File: config.mk
export PLATFORM = sky130hd
export DESIGN_NAME = vnts_div
export DESIGN_NICKNAME = d
export VERILOG_FILES = /design/src/hw/rtl/vnts_pkg.sv /design/src/hw/rtl/vnts_div.sv
export SDC_FILE = /design/constraint.sdc
export NUM_CORES = 1
export LEC_CHECK = 0
export BUFFER_PORTS_ARGS = -buffer_cell sky130_fd_sc_hd__clkbuf_2
export CORE_MARGIN = 3
export CORE_UTILIZATION = 57
export DETAILED_ROUTE_END_ITERATION = 10
export GPL_TIMING_DRIVEN = 0
export PLACE_DENSITY = 0.93
export SETUP_SLACK_MARGIN = 0.5
export SLEW_MARGIN = 20
export SYNTH_ARGS = -nofsm -noshare
export SYNTH_HDL_FRONTEND = slang
export SYNTH_SLANG_ARGS = --single-unit
File: constraint.sdc
create_clock -name clk -period 3.6 [get_ports clk]
set_clock_uncertainty 0.2 [all_clocks]
set_input_delay 0.36 -clock clk [delete_from_list [all_inputs] [get_ports clk]]
set_output_delay 0.36 -clock clk [all_outputs]
set_load 0.03 [all_outputs]
File: src/hw/rtl/vnts_pkg.sv
// shared types and constants of the value noise turbulence sampler
// used by the divider, the top level and the checker; no dependencies
package vnts_pkg;

  // default parameter values
  localparam int MAX_DIM_DEF   = 256;
  localparam int FRAC_BITS_DEF = 8;

  // fixed field widths
  localparam int POS_W   = 8;
  localparam int TEXEL_W = 8;
  localparam int DIM_W   = 9;
  localparam int SIZE_W  = 16;
  localparam int COUNT_W = 5;
  localparam int PIX_W   = 8;

  // divider: divisor and remainder width, step counter width
  localparam int DIV_W  = 16;
  localparam int STEP_W = 6;

  // integer part of the octave sum is below 256 times sixteen
  localparam int AVG_W = PIX_W + 4;

  // register port
  localparam int PADDR_W = 4;
  localparam int PDATA_W = 32;

  // register reset values
  localparam logic [DIM_W-1:0]  WIDTH_RST  = 9'd256;
  localparam logic [DIM_W-1:0]  HEIGHT_RST = 9'd256;
  localparam logic [SIZE_W-1:0] SIZE_RST   = 16'd4096;

  // register indexes, taken from paddr[3:2]
  typedef enum logic [1:0] {
    REG_IMAGE_WIDTH  = 2'd0,
    REG_IMAGE_HEIGHT = 2'd1,
    REG_TURB_SIZE    = 2'd2
  } reg_idx_t;

  // sequencer states
  typedef enum logic [3:0] {
    ST_IDLE,
    ST_DIV_X,
    ST_DIV_Y,
    ST_MOD_X,
    ST_MOD_Y,
    ST_WR,
    ST_RD,
    ST_MAC,
    ST_AVG,
    ST_OUT
  } state_t;

  // divider control and status
  typedef struct packed {
    logic              start;
    logic [STEP_W-1:0] steps;
  } div_ctrl_t;

  typedef struct packed {
    logic busy;
    logic done;
  } div_stat_t;

endpackage

File: src/hw/rtl/vnts_div.sv
// shared radix-2 restoring divider, one quotient bit per cycle
// depends on vnts_pkg; the dividend is aligned to its top bits by the caller
module vnts_div #(
  parameter int DW = vnts_pkg::POS_W + 2 * vnts_pkg::FRAC_BITS_DEF
) (
  input  logic                       clk,
  input  logic                       rst,
  input  vnts_pkg::div_ctrl_t        ctrl,
  input  logic [DW-1:0]              dividend,
  input  logic [vnts_pkg::DIV_W-1:0] divisor,
  output vnts_pkg::div_stat_t        stat,
  output logic [DW-1:0]              quotient,
  output logic [vnts_pkg::DIV_W-1:0] remainder
);

  logic [vnts_pkg::STEP_W-1:0] cnt;
  logic                        done;
  logic [DW-1:0]               quo;
  logic [vnts_pkg::DIV_W-1:0]  rem;
  logic [vnts_pkg::DIV_W-1:0]  dvs;

  logic [vnts_pkg::DIV_W:0]    rem_sh;
  logic [vnts_pkg::DIV_W:0]    diff;
  logic                        ge;
  logic [vnts_pkg::DIV_W-1:0]  rem_step;
  logic [DW-1:0]               quo_step;

  // one shift and trial subtract
  always_comb begin
    rem_sh   = {rem, quo[DW-1]};
    ge       = (rem_sh >= {1'b0, dvs});
    diff     = rem_sh - {1'b0, dvs};
    rem_step = ge ? diff[vnts_pkg::DIV_W-1:0] : rem_sh[vnts_pkg::DIV_W-1:0];
    quo_step = {quo[DW-2:0], ge};
  end

  // step counter and done pulse
  always_ff @(posedge clk) begin
    if (rst) begin
      cnt  <= '0;
      done <= 1'b0;
    end else begin
      done <= 1'b0;
      if (ctrl.start) begin
        cnt <= ctrl.steps;
      end else if (cnt != '0) begin
        cnt  <= cnt - vnts_pkg::STEP_W'(1);
        done <= (cnt == vnts_pkg::STEP_W'(1));
      end
    end
  end

  // working registers
  always_ff @(posedge clk) begin
    if (ctrl.start) begin
      quo <= dividend;
      rem <= '0;
      dvs <= divisor;
    end else if (cnt != '0) begin
      quo <= quo_step;
      rem <= rem_step;
    end
  end

  assign stat.busy = (cnt != '0);
  assign stat.done = done;
  assign quotient  = quo;
  assign remainder = rem;

endmodule

==> impl_results.html <==
<table>
<tr><th>Metric</th><th>Value</th></tr>
<tr><th colspan="2">Detailed routing</th></tr>
<tr><td>Total wire length</td><td>8820 µm</td></tr>
<tr><td>Number of detailed-route iterations in the first pass</td><td>7</td></tr>
<tr><td>Post-DRT Antenna Nets</td><td>0</td></tr>
<tr><td>Initial detailed-routing violation count</td><td>273</td></tr>
<tr><td>WL/cell</td><td>16.2 µm</td></tr>
<tr><td>Number of vias in the routed layout</td><td>3214</td></tr>
<tr><td>WL met1</td><td>3320 µm</td></tr>
<tr><td>DRC violation count after routing</td><td>0</td></tr>
<tr><td>Topmost layer with routed signal wires</td><td>met4</td></tr>
<tr><td>Wire length on met2</td><td>4420 µm</td></tr>
<tr><td>Routed wl met3</td><td>882 µm</td></tr>
<tr><td>Ratio of routed vias to standard cells</td><td>5.92</td></tr>
<tr><th colspan="2">Run status</th></tr>
<tr><td>Run status</td><td>finished clean</td></tr>
<tr><th colspan="2">Final layout</th></tr>
<tr><td>Post-route design area</td><td>0.00444 mm²</td></tr>
<tr><td>NumNets Final</td><td>531</td></tr>
<tr><td>Filler cell count in the final layout</td><td>413</td></tr>
<tr><td>Area added between synthesis and finish</td><td>25.9%</td></tr>
<tr><td>Number of cells in the finished layout apart from fillers</td><td>543</td></tr>
<tr><td>Number of antenna repair diodes</td><td>0</td></tr>
<tr><td>Area of combinational cells with multiple inputs</td><td>0.00168 mm²</td></tr>
<tr><td>Ratio of cells with drive above 1 in the final layout</td><td>31.0%</td></tr>
<tr><td>Combined flip-flop and latch cell area</td><td>0.00166 mm²</td></tr>
<tr><th colspan="2">Worst setup path</th></tr>
<tr><td>Kind of critical path</td><td>flop to flop</td></tr>
<tr><td>Worst path required time</td><td>3.48 ns</td></tr>
<tr><td>Worst Path Arrival</td><td>2.68 ns</td></tr>
<tr><td>Category of the worst setup path capture point</td><td>flop</td></tr>
<tr><td>Maximum fanout along the worst path</td><td>10</td></tr>
<tr><td>Critical Path Start Type</td><td>flop</td></tr>
<tr><th colspan="2">Floorplanning</th></tr>
<tr><td>Initial core utilization</td><td>59.2%</td></tr>
<tr><td>Overall die area</td><td>0.00717 mm²</td></tr>
<tr><td>Height of the die</td><td>84.7 µm</td></tr>
<tr><td>Placement row count</td><td>28</td></tr>
<tr><td>Die extent in x</td><td>84.7 µm</td></tr>
<tr><td>Core footprint</td><td>0.00596 mm²</td></tr>
<tr><td>Top-level I/O count</td><td>91</td></tr>
<tr><th colspan="2">Placement</th></tr>
<tr><td>Worst setup slack after placement</td><td>0.520 ns</td></tr>
<tr><td>Number of placed instances, taps included</td><td>510</td></tr>
<tr><td>Count of input and output buffers</td><td>90</td></tr>
<tr><td>Total placed instance area</td><td>0.00407 mm²</td></tr>
<tr><td>DPL Wire Length</td><td>6270 µm</td></tr>
<tr><td>Final estimated routing congestion in global placement</td><td>0.955</td></tr>
<tr><th colspan="2">Power</th></tr>
<tr><td>Leakage Power</td><td>0.00197 µW</td></tr>
<tr><td>PnR Total Power</td><td>2040 µW</td></tr>
<tr><td>Gate power share</td><td>24.8%</td></tr>
<tr><td>Power share of the clock group</td><td>30.4%</td></tr>
<tr><td>Pwr Density</td><td>459 mW/mm²</td></tr>
<tr><td>Internal power of the cells</td><td>1370 µW</td></tr>
<tr><td>Worst IR Drop VDD</td><td>0.000374 V</td></tr>
<tr><td>Part of the total power dissipated in sequential elements</td><td>44.8%</td></tr>
<tr><td>Switching share of power</td><td>32.9%</td></tr>
<tr><td>Total net switching power</td><td>670 µW</td></tr>
<tr><th colspan="2">Yosys</th></tr>
<tr><td>Share of synthesized registers carrying an async set or reset</td><td>0%</td></tr>
<tr><td>Sequential fraction of the synthesis area</td><td>47.1%</td></tr>
<tr><td>Post-synth net total</td><td>413</td></tr>
<tr><td>EDFF count, synth</td><td>40</td></tr>
<tr><td>Synth unique cells</td><td>52</td></tr>
<tr><td>Yosys warnings</td><td>0</td></tr>
<tr><td>Post-synthesis instance total</td><td>345</td></tr>
<tr><td>Synthesized area</td><td>0.00353 mm²</td></tr>
<tr><td>Most common flop cell mapped by yosys</td><td>sky130_fd_sc_hd__edfxtp_1</td></tr>
<tr><td>Syn avg cell area</td><td>10.2 µm²</td></tr>
<tr><td>Count of state elements after synthesis</td><td>63</td></tr>
<tr><th colspan="2">Global route</th></tr>
<tr><td>Overflow after GRT</td><td>0</td></tr>
<tr><td>Via count of the first global-routing pass</td><td>3102</td></tr>
<tr><td>GRT Overall Usage</td><td>25.4%</td></tr>
<tr><td>Largest net degree at the start of global routing</td><td>25</td></tr>
<tr><td>First-pass GRT wire length</td><td>14500 µm</td></tr>
<tr><td>Initial antenna violation count</td><td>0</td></tr>
<tr><th colspan="2">CTS</th></tr>
<tr><td>Root Buffer Master</td><td>sky130_fd_sc_hd__clkbuf_8</td></tr>
<tr><td>Max Root-Sink Buffers</td><td>2</td></tr>
<tr><td>H-Tree Depth</td><td>3</td></tr>
<tr><td>TritonCTS clock tree</td><td>yes</td></tr>
<tr><td>Total number of clock tree sinks</td><td>63</td></tr>
<tr><td>CTS buffer count</td><td>9</td></tr>
<tr><td>Clock transition at the register clock pins on the worst setup and hold paths after CTS</td><td>0.08 ns</td></tr>
<tr><td>Later-pin clock latency in the skew report</td><td>0.34 ns</td></tr>
<tr><th colspan="2">Flow run</th></tr>
<tr><td>Maxcap violations</td><td>0</td></tr>
<tr><th colspan="2">Timing</th></tr>
<tr><td>FMAX</td><td>358 MHz</td></tr>
<tr><td>Slew of the pin with the lowest slew margin</td><td>0.596 ns</td></tr>
<tr><td>Post-route minimum period</td><td>2.79 ns</td></tr>
<tr><td>Final worst path period share</td><td>77.5%</td></tr>
<tr><td>Worst slew margin relative to its limit</td><td>59.9%</td></tr>
<tr><td>Unrepaired setup endpoints after global routing</td><td>no</td></tr>
<tr><td>Final hold violations</td><td>0</td></tr>
<tr><td>Number of pins exceeding their max-slew limit in the final report</td><td>0</td></tr>
<tr><td>Setup TNS</td><td>0 ns</td></tr>
<tr><td>Number of setup violations in the final report</td><td>0</td></tr>
<tr><td>Setup WS post-layout</td><td>0.808 ns</td></tr>
<tr><th colspan="2">Hold path</th></tr>
<tr><td>HP Class</td><td>input port to flop</td></tr>
</table>
==> area by class of cell <==
class	count	area share (%)
clock inverters	7	1.61
inverters	27	2.37
multi-input cells	238	37.9
repair buffers	106	13.8
clock buffers	9	2.79
plain buffers	17	1.89
repair inverters	1	0.169
well taps	75	2.11
flip-flops and latches	63	37.4
==> state kept, by name, indices dropped and copies added (netlist names) <==
register and cells:
remainder 16, cnt 6, dvs 16, quotient 24, done 1
==> layer usage <==
metal / up-vias / track usage, %
met5: - / 0
met4: 0 / 7.77
met3: 26 / 8.54
met2: 169 / 44.1
met1: 1501 / 29.7
li1: 1518 / -
==> cell families after synthesis <==
group | synth area share [%]
adder cells (fa/ha/maj) | 6.95
multiplexers | 8.79
flip-flops | 47.1
buffers and inverters | 5.21
AO/OA/AOI/OAI | 14.6
AND/OR/NAND/NOR | 14.9
XOR/XNOR | 2.48
==> through the flow <==
stage / hold slack [ns] / utilization (%)
after floorplan: 0.232 / -
after global placement: 0.280 / 68.4
after detailed placement: 0.298 / 68.4
after CTS: 0.0487 / 74.3
after global routing: 0.0647 / 74.6
final: 0.0557 / 74.6
==> worst paths after layout <==
kind / startpoint / to / slack, ns / depth (start not counted)
max: remainder[7] / quotient[0] / 0.81 / 8
min: ctrl[2] / cnt[2] / 0.06 / 3
max reg2reg: remainder[7] / quotient[0] / 0.81 / 8
min reg2reg: remainder[9] / remainder[9] / 0.31 / 2
==> synth_stat cells (all sizes together), types with 6 or more instances <==
cell type	count	area, µm²
xnor2	8	70.1
nor3	8	40.0
nand3	26	130
buf	9	52.6
ha	18	225
o21ai	18	93.8
inv	27	101
dfxtp	23	460
a32oi	7	61.3
and3	7	48.8
nor2	23	86.3
nand2	20	75.1
edfxtp	40	1200
o21a	6	45.0
clkbuf	8	30.0
mux2	24	270
a21oi	17	85.1
==> worst max-delay path: stages (launching register included) <==
cell,delay (ns)
sky130_fd_sc_hd__dfxtp_1,0.34
sky130_fd_sc_hd__ha_1,0.39
sky130_fd_sc_hd__a21oi_1,0.34
sky130_fd_sc_hd__o21ai_1,0.20
sky130_fd_sc_hd__a31oi_1,0.30
sky130_fd_sc_hd__a41o_1,0.24
sky130_fd_sc_hd__buf_6,0.14
sky130_fd_sc_hd__buf_2,0.27
sky130_fd_sc_hd__o21ai_0,0.12
==> timing repair <==
item | 4_1_cts | 5_1_grt
hold buffers | 16 | 0
setup endpoints to repair | 0 | 24
setup buffers | 0 | 0
resized for setup | 0 | 3
endpoints found under the hold margin | 16 | 0
==> cells in the final DEF (no fill, tap or decap), drive strengths merged, types with 16 or more instances in the layout <==
master / count
a21oi: 17
clkbuf: 108
dfxtp: 23
dlygate4sd3: 16
edfxtp: 40
ha: 18
inv: 28
mux2: 24
nand2: 20
nand3: 26
nor2: 23
o21ai: 18
==> power groups by stage <==
| stage | logic [µW] | clock network (µW) | registers (µW) |
|---|---|---|---|
| 3_3_place_gp | 469 | 0 | 925 |
| 3_5_place_dp | 485 | 0 | 927 |
| 2_1_floorplan | 231 | 0 | 1030 |
| 6_report | 505 | 620 | 913 |
| 4_1_cts | 501 | 624 | 914 |
| 5_1_grt | 546 | 667 | 922 |
No activity file was read; power rests on OpenSTA's default activity.
